## src/rtl/utrs_pkg.sv

```systemverilog
// ----------------------------------------------------------------------------
// utrs_pkg
// Shared types and constants of the UART transmit ring and interrupt service.
// ----------------------------------------------------------------------------
package utrs_pkg;

  localparam int unsigned LenW  = 16;
  localparam int unsigned ByteW = 8;
  localparam int unsigned CntW  = 32;

  localparam int unsigned InDataW  = 40;
  localparam int unsigned OutDataW = 88;

  // Item kind carried on tuser.
  localparam logic OP_WRITE   = 1'b0;
  localparam logic OP_SERVICE = 1'b1;

  typedef enum logic [1:0] {
    WS_OK       = 2'd0,
    WS_BAD_LEN  = 2'd1,
    WS_NO_SPACE = 2'd2
  } wstat_e;

  // Input tdata, lowest field last.
  typedef struct packed {
    logic             pad;
    logic [ByteW-1:0] rx_byte;
    logic             tx_ready;
    logic             rx_ready;
    logic             overrun_error;
    logic             noise_error;
    logic             framing_error;
    logic             parity_error;
    logic [ByteW-1:0] tx_byte;
    logic [LenW-1:0]  burst_length;
    logic             burst_first;
  } in_data_t;

  // Output tdata, lowest field last.
  typedef struct packed {
    logic [1:0]       pad;
    logic [CntW-1:0]  line_error_total;
    logic [CntW-1:0]  tx_overflow_total;
    logic             tx_irq_enabled;
    logic [ByteW-1:0] tx_out_byte;
    logic             tx_valid;
    logic [ByteW-1:0] rx_event_byte;
    logic             rx_event;
    logic             error_event;
    wstat_e           write_status;
  } out_data_t;

  // Commands from the controller to the datapath.
  typedef struct packed {
    logic load;
    logic exec;
  } cmd_t;

endpackage

```

## src/rtl/utrs_ctrl.sv

```systemverilog
// ----------------------------------------------------------------------------
// utrs_ctrl
// Handshake control: takes one request, runs its execute cycle, holds the
// result in the output register until it is taken.
// ----------------------------------------------------------------------------
module utrs_ctrl (
  input  logic          clk_i,
  input  logic          rst_ni,
  input  logic          in_valid_i,
  output logic          in_ready_o,
  output logic          out_valid_o,
  input  logic          out_ready_i,
  output utrs_pkg::cmd_t cmd_o
);

  typedef enum logic {
    S_IDLE,
    S_EXEC
  } state_e;

  state_e state_q, state_d;
  logic   out_valid_q, out_valid_d;

  // A new request is taken only when the output register is free by the
  // time the execute cycle loads it.
  assign in_ready_o  = (state_q == S_IDLE) && (!out_valid_q || out_ready_i);
  assign out_valid_o = out_valid_q;
  assign cmd_o.load  = in_valid_i && in_ready_o;
  assign cmd_o.exec  = (state_q == S_EXEC);

  always_comb begin
    state_d     = state_q;
    out_valid_d = out_valid_q && !out_ready_i;
    case (state_q)
      S_IDLE: begin
        if (cmd_o.load) begin
          state_d = S_EXEC;
        end
      end
      S_EXEC: begin
        state_d     = S_IDLE;
        out_valid_d = 1'b1;
      end
      default: begin
        state_d = S_IDLE;
      end
    endcase
  end

  always_ff @(posedge clk_i or negedge rst_ni) begin
    if (!rst_ni) begin
      state_q     <= S_IDLE;
      out_valid_q <= 1'b0;
    end else begin
      state_q     <= state_d;
      out_valid_q <= out_valid_d;
    end
  end

endmodule

```

## src/rtl/utrs_dp.sv

```systemverilog
// ----------------------------------------------------------------------------
// utrs_dp
// Datapath: ring memory, ring indices, burst tracking, counters and the
// result register.
// ----------------------------------------------------------------------------
module utrs_dp #(
  parameter int unsigned RING_DEPTH = 256
) (
  input  logic                clk_i,
  input  logic                rst_ni,
  input  utrs_pkg::cmd_t      cmd_i,
  input  logic                op_i,
  input  utrs_pkg::in_data_t  in_data_i,
  output utrs_pkg::out_data_t out_data_o
);

  localparam int unsigned IdxW  = (RING_DEPTH > 1) ? $clog2(RING_DEPTH) : 1;
  localparam int unsigned FreeW = IdxW + 1;
  localparam int unsigned CmpW  = utrs_pkg::LenW + 1;

  localparam logic [IdxW-1:0]  IdxLast   = IdxW'(RING_DEPTH - 1);
  localparam logic [FreeW-1:0] DepthFree = FreeW'(RING_DEPTH);

  logic [utrs_pkg::ByteW-1:0] mem_q [RING_DEPTH];
  logic [utrs_pkg::ByteW-1:0] rd_data_q;

  logic                       op_q;
  utrs_pkg::in_data_t         it_q;
  utrs_pkg::out_data_t        out_q, out_d;

  logic [IdxW-1:0]            wr_idx_q, wr_idx_d;
  logic [IdxW-1:0]            rd_idx_q, rd_idx_d;
  logic                       tx_en_q, tx_en_d;
  logic [utrs_pkg::CntW-1:0]  ovf_cnt_q, ovf_cnt_d;
  logic [utrs_pkg::CntW-1:0]  err_cnt_q, err_cnt_d;
  logic [utrs_pkg::LenW-1:0]  burst_rem_q, burst_rem_d;
  logic                       burst_acc_q, burst_acc_d;

  logic                       mem_we;
  logic [FreeW-1:0]           free_raw;
  logic [FreeW-1:0]           free_space;
  logic [utrs_pkg::LenW-1:0]  len_m1;
  logic                       any_err;

  always_comb begin
    free_raw   = {1'b0, rd_idx_q} + DepthFree - {1'b0, wr_idx_q} - FreeW'(1);
    free_space = (free_raw >= DepthFree) ? (free_raw - DepthFree) : free_raw;
  end

  assign len_m1  = it_q.burst_length - utrs_pkg::LenW'(1);
  assign any_err = it_q.parity_error | it_q.framing_error
                 | it_q.noise_error | it_q.overrun_error;

  always_comb begin
    wr_idx_d    = wr_idx_q;
    rd_idx_d    = rd_idx_q;
    tx_en_d     = tx_en_q;
    ovf_cnt_d   = ovf_cnt_q;
    err_cnt_d   = err_cnt_q;
    burst_rem_d = burst_rem_q;
    burst_acc_d = burst_acc_q;
    mem_we      = 1'b0;

    out_d              = '0;
    out_d.write_status = utrs_pkg::WS_OK;

    if (op_q == utrs_pkg::OP_WRITE) begin
      if (it_q.burst_first) begin
        if (it_q.burst_length == '0) begin
          out_d.write_status = utrs_pkg::WS_BAD_LEN;
          burst_rem_d        = '0;
          burst_acc_d        = 1'b0;
        end else if (CmpW'(it_q.burst_length) > CmpW'(free_space)) begin
          out_d.write_status = utrs_pkg::WS_NO_SPACE;
          if (ovf_cnt_q != '1) begin
            ovf_cnt_d = ovf_cnt_q + utrs_pkg::CntW'(1);
          end
          burst_rem_d = len_m1;
          burst_acc_d = 1'b0;
        end else begin
          mem_we      = 1'b1;
          burst_rem_d = len_m1;
          burst_acc_d = (len_m1 != '0);
          if (len_m1 == '0) begin
            tx_en_d = 1'b1;
          end
        end
      end else if (burst_rem_q != '0) begin
        burst_rem_d = burst_rem_q - utrs_pkg::LenW'(1);
        if (burst_acc_q) begin
          mem_we = 1'b1;
          if (burst_rem_d == '0) begin
            tx_en_d     = 1'b1;
            burst_acc_d = 1'b0;
          end
        end
      end
      if (mem_we) begin
        wr_idx_d = (wr_idx_q == IdxLast) ? '0 : wr_idx_q + IdxW'(1);
      end
    end else begin
      if (any_err) begin
        if (err_cnt_q != '1) begin
          err_cnt_d = err_cnt_q + utrs_pkg::CntW'(1);
        end
        out_d.error_event = 1'b1;
      end else if (it_q.rx_ready) begin
        out_d.rx_event      = 1'b1;
        out_d.rx_event_byte = it_q.rx_byte;
      end
      if (it_q.tx_ready && tx_en_q) begin
        if (rd_idx_q != wr_idx_q) begin
          out_d.tx_valid    = 1'b1;
          out_d.tx_out_byte = rd_data_q;
          rd_idx_d = (rd_idx_q == IdxLast) ? '0 : rd_idx_q + IdxW'(1);
        end else begin
          tx_en_d = 1'b0;
        end
      end
    end

    out_d.tx_irq_enabled    = tx_en_d;
    out_d.tx_overflow_total = ovf_cnt_d;
    out_d.line_error_total  = err_cnt_d;
  end

  // The slot at the read index is read every cycle; by the execute cycle it
  // holds the byte for a possible pop.
  always_ff @(posedge clk_i) begin
    if (cmd_i.exec && mem_we) begin
      mem_q[wr_idx_q] <= it_q.tx_byte;
    end
    rd_data_q <= mem_q[rd_idx_q];
  end

  always_ff @(posedge clk_i) begin
    if (cmd_i.load) begin
      op_q <= op_i;
      it_q <= in_data_i;
    end
    if (cmd_i.exec) begin
      out_q <= out_d;
    end
  end

  always_ff @(posedge clk_i or negedge rst_ni) begin
    if (!rst_ni) begin
      wr_idx_q    <= '0;
      rd_idx_q    <= '0;
      tx_en_q     <= 1'b0;
      ovf_cnt_q   <= '0;
      err_cnt_q   <= '0;
      burst_rem_q <= '0;
      burst_acc_q <= 1'b0;
    end else if (cmd_i.exec) begin
      wr_idx_q    <= wr_idx_d;
      rd_idx_q    <= rd_idx_d;
      tx_en_q     <= tx_en_d;
      ovf_cnt_q   <= ovf_cnt_d;
      err_cnt_q   <= err_cnt_d;
      burst_rem_q <= burst_rem_d;
      burst_acc_q <= burst_acc_d;
    end
  end

  assign out_data_o = out_q;

endmodule

```

## src/rtl/uart_tx_ring_irq_service.sv

```systemverilog
// ----------------------------------------------------------------------------
// uart_tx_ring_irq_service
// UART transmit ring with all-or-nothing burst admission and the interrupt
// service step, one result per request.
// ----------------------------------------------------------------------------
// Each request is handled in the cycle it is accepted, in which the ring
// slot at the read index is fetched through the memory's registered read
// port, and in the execute cycle that updates the ring, the counters and
// the result register. A new request waits until the previous one has left
// its execute cycle; a result left waiting holds off the next request until
// the result is taken. The ring needs no clearing after reset, so requests
// are accepted from the first cycle out of reset.
module uart_tx_ring_irq_service #(
  parameter int unsigned RING_DEPTH = 256
) (
  input  logic                           clk_i,
  input  logic                           rst_ni,
  input  logic                           s_axis_tvalid_i,
  output logic                           s_axis_tready_o,
  // tdata: burst_first, burst_length[16], tx_byte[8], parity_error,
  // framing_error, noise_error, overrun_error, rx_ready, tx_ready,
  // rx_byte[8], zero pad.
  input  logic [utrs_pkg::InDataW-1:0]  s_axis_tdata_i,
  // tuser: op (0 write burst byte, 1 service event).
  input  logic                           s_axis_tuser_i,
  output logic                           m_axis_tvalid_o,
  input  logic                           m_axis_tready_i,
  // tdata: write_status[2], error_event, rx_event, rx_event_byte[8],
  // tx_valid, tx_out_byte[8], tx_irq_enabled, tx_overflow_total[32],
  // line_error_total[32], zero pad.
  output logic [utrs_pkg::OutDataW-1:0] m_axis_tdata_o
);

  utrs_pkg::cmd_t      cmd;
  utrs_pkg::out_data_t out_data;

  utrs_ctrl u_ctrl (
    .clk_i       (clk_i),
    .rst_ni      (rst_ni),
    .in_valid_i  (s_axis_tvalid_i),
    .in_ready_o  (s_axis_tready_o),
    .out_valid_o (m_axis_tvalid_o),
    .out_ready_i (m_axis_tready_i),
    .cmd_o       (cmd)
  );

  utrs_dp #(
    .RING_DEPTH (RING_DEPTH)
  ) u_dp (
    .clk_i      (clk_i),
    .rst_ni     (rst_ni),
    .cmd_i      (cmd),
    .op_i       (s_axis_tuser_i),
    .in_data_i  (utrs_pkg::in_data_t'(s_axis_tdata_i)),
    .out_data_o (out_data)
  );

  assign m_axis_tdata_o = out_data;

  logic in_acc;
  assign in_acc = s_axis_tvalid_i && s_axis_tready_o;

  // The output register is always free in the execute cycle.
  a_exec_out_free: assert property (@(posedge clk_i) disable iff (!rst_ni)
    in_acc |=> !m_axis_tvalid_o)
    else $error("output register busy during execute cycle");

  // One request at a time.
  a_no_back_to_back: assert property (@(posedge clk_i) disable iff (!rst_ni)
    in_acc |=> !s_axis_tready_o)
    else $error("request accepted during execute cycle");

  // A rising result valid follows an accepted request through the execute state.
  a_result_timing: assert property (@(posedge clk_i) disable iff (!rst_ni)
    $rose(m_axis_tvalid_o) |-> $past(in_acc, 2))
    else $error("result without matching request");

  // A byte is sent only while the transmit interrupt stays enabled.
  a_pop_enabled: assert property (@(posedge clk_i) disable iff (!rst_ni)
    (m_axis_tvalid_o && out_data.tx_valid) |-> out_data.tx_irq_enabled)
    else $error("byte sent with transmit interrupt disabled");

endmodule

```

## config.mk

```make
export PLATFORM = sky130hd
export DESIGN_NAME = uart_tx_ring_irq_service
export DESIGN_NICKNAME = d
export VERILOG_FILES = /design/src/rtl/utrs_pkg.sv /design/src/rtl/utrs_ctrl.sv /design/src/rtl/utrs_dp.sv /design/src/rtl/uart_tx_ring_irq_service.sv
export SDC_FILE = /design/constraint.sdc
export NUM_CORES = 2
export LEC_CHECK = 0
export BUFFER_PORTS_ARGS = -buffer_cell sky130_fd_sc_hd__buf_2
export CORE_UTILIZATION = 40
export CTS_BUF_LIST = sky130_fd_sc_hd__clkbuf_8 sky130_fd_sc_hd__clkbuf_16
export DETAILED_ROUTE_END_ITERATION = 12
export GPL_TIMING_DRIVEN = 0
export PLACE_DENSITY_LB_ADDON = 0.12
export SETUP_SLACK_MARGIN = 0.15
export SLEW_MARGIN = 20
export SYNTH_ARGS = -nofsm -noshare
export SYNTH_HDL_FRONTEND = slang
export SYNTH_SLANG_ARGS = --single-unit
```

## constraint.sdc

```tcl
create_clock -name clk_i -period 11.9 [get_ports clk_i]
set_input_delay 1.19 -clock clk_i [delete_from_list [all_inputs] [get_ports clk_i]]
set_output_delay 1.19 -clock clk_i [all_outputs]
set_load 0.01 [all_outputs]
```

# Word level (Yosys, flattened, before mapping)
# Memories as Yosys holds them, arrays and structs flattened. A register that Yosys moved wholly into a read port is not among the register bits.
# Index checks and enable logic that the tools add are counted.
dict set report word_totals {
  ff_bits 226
  ramBits 2048
  input_bits 45
  output_inout_bits 90
  wordCells 125
  mem_count 1
}
dict set report classes {
  n_addsub 10
  n_lt_le_gt_ge 2
  eq_ne 5
  muxes 47
  bitwise_logic 7
  reduce_logical 23
}
# name words width rd rd_clocked_by_memory_dff write_ports line
set mem_list {}
lappend mem_list {u_dp.mem_q 256 8 1 1 1 utrs_dp.sv:24} ;# logic [utrs_pkg::ByteW-1:0] mem_q [RING_DEPTH];
# cell n
set op_table {}
lappend op_table {{$mux 32} 8}
lappend op_table {{$add 32x1->32 const B} 2}
lappend op_table {{$ne 32x32->1 const B} 2}
lappend op_table {{$logic_not 16->1} 3}
lappend op_table {{$mux 16} 3}
lappend op_table {{$reduce_bool 16->1} 2}
lappend op_table {{$sub 16x1->16 const B} 2}
lappend op_table {{$mux 1} 31}
lappend op_table {{$add 8x1->8 const B} 2}
lappend op_table {{$eq 8x8->1 const B} 2}
lappend op_table {{$gt 16x9->1} 1}
lappend op_table {{$mux 8} 2}
lappend op_table {{$add 8x9->9 const B} 1}
lappend op_table {{$ge 9x9->1 const B} 1}
lappend op_table {{$mux 9} 1}
lappend op_table {{$reduce_and 3->1} 3}
lappend op_table {{$sub 9x1->9 const B} 1}
lappend op_table {{$sub 9x8->9} 1}
lappend op_table {{$sub 9x9->9 const B} 1}
lappend op_table {{$ne 8x8->1} 1}
lappend op_table {{$reduce_or 3->1} 2}
lappend op_table {{$logic_and 1x1->1} 5}
lappend op_table {{$not 1->1} 4}
lappend op_table {{$reduce_and 4->1} 1}
lappend op_table {{8 further kinds} 12}

# Logic depth before layout (Yosys ltp)
dict set report logic_depth {
  word_depth 14
  ltp_mapped 23
  ltp_nobuf 18
}

# Cells and area by module
# Synthesis repeated with hierarchy kept, for this count alone.
dict set report hier_totals {
  hier_cells 4787
  hier_area_um2 91159.9
}
# mod instances cells_per_inst area_per_inst_um2 seq_area_each_um2
set modules_own_cells {}
lappend modules_own_cells {utrs_dp 1 4779 91063.6 67895.1}
lappend modules_own_cells {utrs_ctrl 1 8 96.3 50.0}

# Worst setup path before layout
# Ideal clock, no wire load.
dict set report synth_timing {
  kind {reg2reg}
  startpoint {reg u_dp.rd_idx_q[1]}
  endpoint {mem u_dp.mem_q[104][0] in the netlist's numbering (enable)}
  setup_ps 383
  arrival_ps 4669
  required_ps 11517
  slack_ps 6847
  stages_incl_launch_ff 22
  path_buffers 6
  period_less_slack_ps 5053
  cell_sequence {dfrtp_1 -> buf_2 -> buf_2 -> buf_1 -> inv_2 -> clkbuf_1 -> fa_1 -> inv_1 -> a21oi_1 -> o21bai_1 -> a21o_1 -> a21oi_1 -> xor2_1 -> ha_1 -> nand4_1 -> nand2b_1 -> a221oi_1 -> a31oi_1 -> nand2b_1 -> buf_2 -> buf_2 -> nor3_1}
}
dict set report synth_via {
  elab_chain_len 14
  word_cells_on_any_way 15
  classes_between {add/sub: 4; order compare: 2; mux: 8; reduce/logical: 1}
}
# item line
set synth_rtl {}
lappend synth_rtl {{start: declaration} utrs_dp.sv:32} ;# logic [IdxW-1:0] rd_idx_q, rd_idx_d;
lappend synth_rtl {{start signal: assignment} utrs_dp.sv:157} ;# rd_idx_q <= rd_idx_d;
lappend synth_rtl {{$add 8x9->9 (*)} utrs_dp.sv:46} ;# free_raw = {1'b0, rd_idx_q} + DepthFree - {1'b0, wr_idx_q} - FreeW'(1);
lappend synth_rtl {{$sub 9x8->9 (*)} utrs_dp.sv:46}
lappend synth_rtl {{$sub 9x1->9 (*)} utrs_dp.sv:46}
lappend synth_rtl {{$sub 9x9->9 or $ge 9x9->1 (tied branches)} utrs_dp.sv:47} ;# free_space = (free_raw >= DepthFree) ? (free_raw - DepthFree) : free_raw;
lappend synth_rtl {{$mux 9 (*)} utrs_dp.sv:47}
lappend synth_rtl {{$gt 16x9->1 (*)} utrs_dp.sv:73} ;# end else if (CmpW'(it_q.burst_length) > CmpW'(free_space)) begin
lappend synth_rtl {{$mux 1 (*)} utrs_dp.sv:73}
lappend synth_rtl {{$mux 1 (*)} utrs_dp.sv:69} ;# if (it_q.burst_length == '0) begin
lappend synth_rtl {{$mux 1 (*)} utrs_dp.sv:68} ;# if (it_q.burst_first) begin
lappend synth_rtl {{$mux 1 (*) (2 in series)} utrs_dp.sv:67} ;# if (op_q == utrs_pkg::OP_WRITE) begin
lappend synth_rtl {{$logic_and 1x1->1 (*)} utrs_dp.sv:130} ;# if (cmd_i.exec && mem_we) begin
lappend synth_rtl {{$mux 1 (*)} utrs_dp.sv:130}
lappend synth_rtl {{$mux 1 (implied by the code) (*)} utrs_dp.sv:131} ;# mem_q[wr_idx_q] <= it_q.tx_byte;
lappend synth_rtl {{end: declaration} utrs_dp.sv:24}
# Mark *: on every way between the ends. The rest lies on a longest branch, timed or not. The select of a mux whose other input is x is not followed.

# Final worst setup path
dict set report layout_timing {
  startpoint {reg u_dp.rd_idx_q[1]}
  endpoint {mem u_dp.mem_q[212][1] in the netlist's numbering (enable)}
}
# Same word-level chain as after synthesis.

==> flow_metrics.env <==
export IMPL_hold_ws_ns=0.2040
export IMPL_dp_cells=8199
export IMPL_worst_setup_path_start_kind="flop"
export IMPL_drtAntennaViolNets=0
export IMPL_clk_pin_slew_ns=0.07
export IMPL_rsz0062_at_grt="false"
export IMPL_area_growth_pct=18.31
export IMPL_ios=135
export IMPL_wirelength_um=390100
export IMPL_crit_arrival_ns=9.73
export IMPL_min_path_type="input pin to async pin"
export IMPL_die_area_mm2=0.2292
export IMPL_synth_edf_count=2174
export IMPL_drv_slew=0
export IMPL_first_pass_iters=9
export IMPL_synth_cells=4822
export IMPL_fp_dieH_um=478.8
export IMPL_clockBufferDepth=3
export IMPL_setup_viol=0
export IMPL_worstPathMaxFanout=10
export IMPL_vias=56030
export IMPL_power_density_mw_per_mm2=155.1
export IMPL_post_route_period_util=0.7739
export IMPL_end_kind="flop"
export IMPL_cts_root_buf="clkbuf_16"
export IMPL_cts_setup_buffers=0
export IMPL_num_rows=174
export IMPL_path_delay_family="buffers and inverters"
export IMPL_final_nets=5515
export IMPL_peakVddDrop_mv=0.1307
export IMPL_p_leak_uw=0.03420
export IMPL_cts_resized_gates=0
export IMPL_vias_per_cell=6.476
export IMPL_gp_congestion=1.004
export IMPL_drive_above_1_share=0.2777
export IMPL_die_width_um=478.8
export IMPL_syn_cell_area_mm2=0.09093
export IMPL_synth_seq_cells=2282
export IMPL_r2r_start="u_dp.rd_idx_q[1]$_DFFE_PN0P_"
export IMPL_max_freq_mhz=108.6
export IMPL_cts_tree="yes"
export IMPL_ff2ff_setup_slack_ns=2.69
export IMPL_overflow=0
export IMPL_cp_cell_sequence="buf_2, buf_2, buf_2, inv_2, clkbuf_2, buf_16, fa_1, inv_1, a21oi_1, o21bai_1, a21o_1, a21oi_1, xor2_1, ha_1, nand4_1, nand2b_1, a221oi_1, a31oi_1, nor2_1, buf_2, nand3_1, buf_2, nor2_1"
export IMPL_status="finished clean"
export IMPL_grt_pass1_wl_um=504100
export IMPL_r2r_end="u_dp.mem_q[212][1]$_DFFE_PP_"
export IMPL_cts_inserted_buffers=233
export IMPL_async_flop_share=0.04382
export IMPL_wl_per_cell_um=45.10
export IMPL_drc_errors=0
export IMPL_max_slew_margin=0.09456
export IMPL_layout_min_cycle_time_ns=9.210
export IMPL_ctsHoldBuffers=0
export IMPL_fin_tns_setup_ns=0
export IMPL_drtIter0Drc=9896
export IMPL_grt_start_max_net_pins=67
export IMPL_avgSynthCellArea_um2=18.86
export IMPL_cp_buffers_inverters=9
export IMPL_dpl_hpwl_um=267900
export IMPL_initial_core_util=0.4035
export IMPL_synth_yosys_warnings=0
export IMPL_cap_violations=0
export IMPL_yosysSeqAreaShare=0.7472
export IMPL_htree_levels=4
export IMPL_yosysUniqueCellTypes=82
export IMPL_synth_flop_cell="edfxtp_1"
export IMPL_hold_viol_final=0
export IMPL_crit_slowest_cell="nand3_1"
export IMPL_finalNonFillerCells=8651
export IMPL_core_area_mm2=0.2253
export IMPL_criticalPathCategory="flop to flop"
export IMPL_slowest_delay_ns=1.02
export IMPL_antenna_found_initial=37
export IMPL_cp_required_ns=12.42
export IMPL_reg2reg_depth=23
export IMPL_fin_skew_ns=0.07507
export IMPL_worst_slack_ns=2.690
export IMPL_dp_slack_ns=3.183
export IMPL_worstMarginPinSlew_ns=1.354
export IMPL_grt_pass1_vias=52130
export IMPL_io_buffers=131
export IMPL_crit_top_cell="buf_2"
export IMPL_grt_usage=0.3373
export IMPL_cts_sinks=2282
export IMPL_insertion_delay_ns=0.95
==> stage by stage <==
stage          total power, uW  utilization  cell area (um^2)
2_1_floorplan             9376            -             90930
3_3_place_gp              9617       0.4231             95330
3_5_place_dp              9629       0.4444            100100
4_1_cts                  16690       0.4771            107500
5_1_grt                  17010       0.4772            107500
6_report                 16680       0.4774            107600
==> sequential cells by signal, summed over array words and instances (netlist names) <==
signal / count
u_dp.burst_acc_q: 1
u_dp.wr_idx_q: 8
u_dp.burst_rem_q: 16
u_dp.out_data_o: 86
u_ctrl.state_q: 1
u_dp.err_cnt_q: 32
u_dp.it_q: 39
u_dp.mem_q: 2048
u_dp.rd_idx_q: 8
u_ctrl.out_valid_o: 1
u_dp.op_q: 1
u_dp.tx_en_q: 1
u_dp.rd_data_q: 8
u_dp.ovf_cnt_q: 32
==> placed cells by master (no fill, tap or decap), types with 46 or more instances in the layout <==
master	n
a21oi_1	102
a22oi_1	58
buf_2	227
buf_4	126
buf_8	95
clkbuf_1	63
clkbuf_16	237
clkbuf_2	76
clkinv_1	63
dfrtp_1	99
edfxtp_1	2174
inv_1	90
mux2i_1	217
mux4_2	440
nand2_1	208
nand3_1	75
nor2_1	200
nor3_1	46
nor3_2	163
o21ai_0	71
xnor2_1	110
==> cell usage after synthesis, types with 15 or more instances <==
| cell type | instances | share of area |
|---|---|---|
| buf_1 | 23 | 0.00095 |
| clkbuf_1 | 140 | 0.0058 |
| o21ai_0 | 72 | 0.0040 |
| nand4_1 | 33 | 0.0023 |
| o22ai_1 | 30 | 0.0021 |
| nand3_1 | 76 | 0.0042 |
| inv_1 | 29 | 0.0012 |
| and2_1 | 28 | 0.0019 |
| xnor2_1 | 110 | 0.011 |
| a31oi_1 | 26 | 0.0018 |
| xor2_1 | 45 | 0.0043 |
| buf_2 | 74 | 0.0041 |
| nand2_1 | 209 | 0.0086 |
| and3_1 | 26 | 0.0018 |
| nor3_1 | 207 | 0.011 |
| a221oi_1 | 29 | 0.0028 |
| o221ai_1 | 39 | 0.0038 |
| nor4_1 | 15 | 0.0010 |
| a21oi_1 | 102 | 0.0056 |
| nor2_1 | 204 | 0.0084 |
| a22oi_1 | 58 | 0.0048 |
| mux4_2 | 440 | 0.11 |
| a211oi_1 | 23 | 0.0019 |
| ha_1 | 27 | 0.0037 |
| edfxtp_1 | 2174 | 0.72 |
| dfrtp_1 | 100 | 0.028 |
| buf_4 | 50 | 0.0041 |
| mux2i_1 | 217 | 0.024 |
==> worst reg2reg max path: stages, from the launching register on <==
cell and delay, ns:
dfrtp_1 0.39, buf_2 0.47, buf_2 0.56, buf_2 0.53, inv_2 0.44, clkbuf_2 0.45
buf_16 0.27, fa_1 0.49, inv_1 0.08, a21oi_1 0.06, o21bai_1 0.22, a21o_1 0.15
a21oi_1 0.07, xor2_1 0.16, ha_1 0.30, nand4_1 0.12, nand2b_1 0.18, a221oi_1 0.32
a31oi_1 0.16, nor2_1 0.37, buf_2 0.34, nand3_1 1.02, buf_2 0.72, nor2_1 0.99
==> worst max-delay path by stage <==
stage / startpoint / depth (start not counted) / slack, ns / endpoint
global placement: u_dp.rd_idx_q[1]$_DFFE_PN0P_ / 22 / 0.76 / u_dp.mem_q[102][7]$_DFFE_PP_
floorplan: u_dp.rd_idx_q[1]$_DFFE_PN0P_ / 21 / 6.85 / u_dp.mem_q[104][0]$_DFFE_PP_
finish: u_dp.rd_idx_q[1]$_DFFE_PN0P_ / 23 / 2.69 / u_dp.mem_q[212][1]$_DFFE_PP_
global route: u_dp.rd_idx_q[1]$_DFFE_PN0P_ / 23 / 2.81 / u_dp.mem_q[214][3]$_DFFE_PP_
CTS: u_dp.rd_idx_q[1]$_DFFE_PN0P_ / 23 / 3.16 / u_dp.mem_q[215][1]$_DFFE_PP_
detailed placement: u_dp.rd_idx_q[1]$_DFFE_PN0P_ / 23 / 3.18 / u_dp.mem_q[103][7]$_DFFE_PP_
==> per-layer routing <==
layer  vias up  share of wire  routed length, um  track usage
met5         -        0.00028                108            0
met4        18          0.073              28500       0.2076
met3      1010           0.13              51590       0.1230
met2      4365           0.42             165800       0.4819
met1     29720           0.37             144200       0.4372
li1      20920              -                  -            -
==> layout make-up <==
class                           count  area [um^2]
Fill cell                       18970       117800
Sequential cell                  2282        67950
Multi-Input combinational cell   2210        22230
Clock buffer                      240         5972
Timing Repair Buffer              384         4499
Tap cell                         2992         3744
Buffer                            298         1605
Clock inverter                    189         1398
Inverter                           33        123.9
Antenna cell                       23        57.56
==> cell families (layout without fill, tap and decap cells) <==
kind of cell | Yosys count | after routing | synth area share
fa+ha+maj | 28 | 28 | 0.003935
flops | 2282 | 2282 | 0.7472
mux | 660 | 660 | 0.1332
xor+xnor | 155 | 155 | 0.01493
buf+inv | 331 | 1144 | 0.01765
compound gates | 474 | 474 | 0.03561
simple gates | 891 | 891 | 0.04735
other cells | 1 | 25 | 0.00004124
==> power breakdown <==
group	switching, uW	internal, uW
logic	345	170
clock network	3270	3940
registers	61.0	8890
Power figures use the tool's default switching activity.
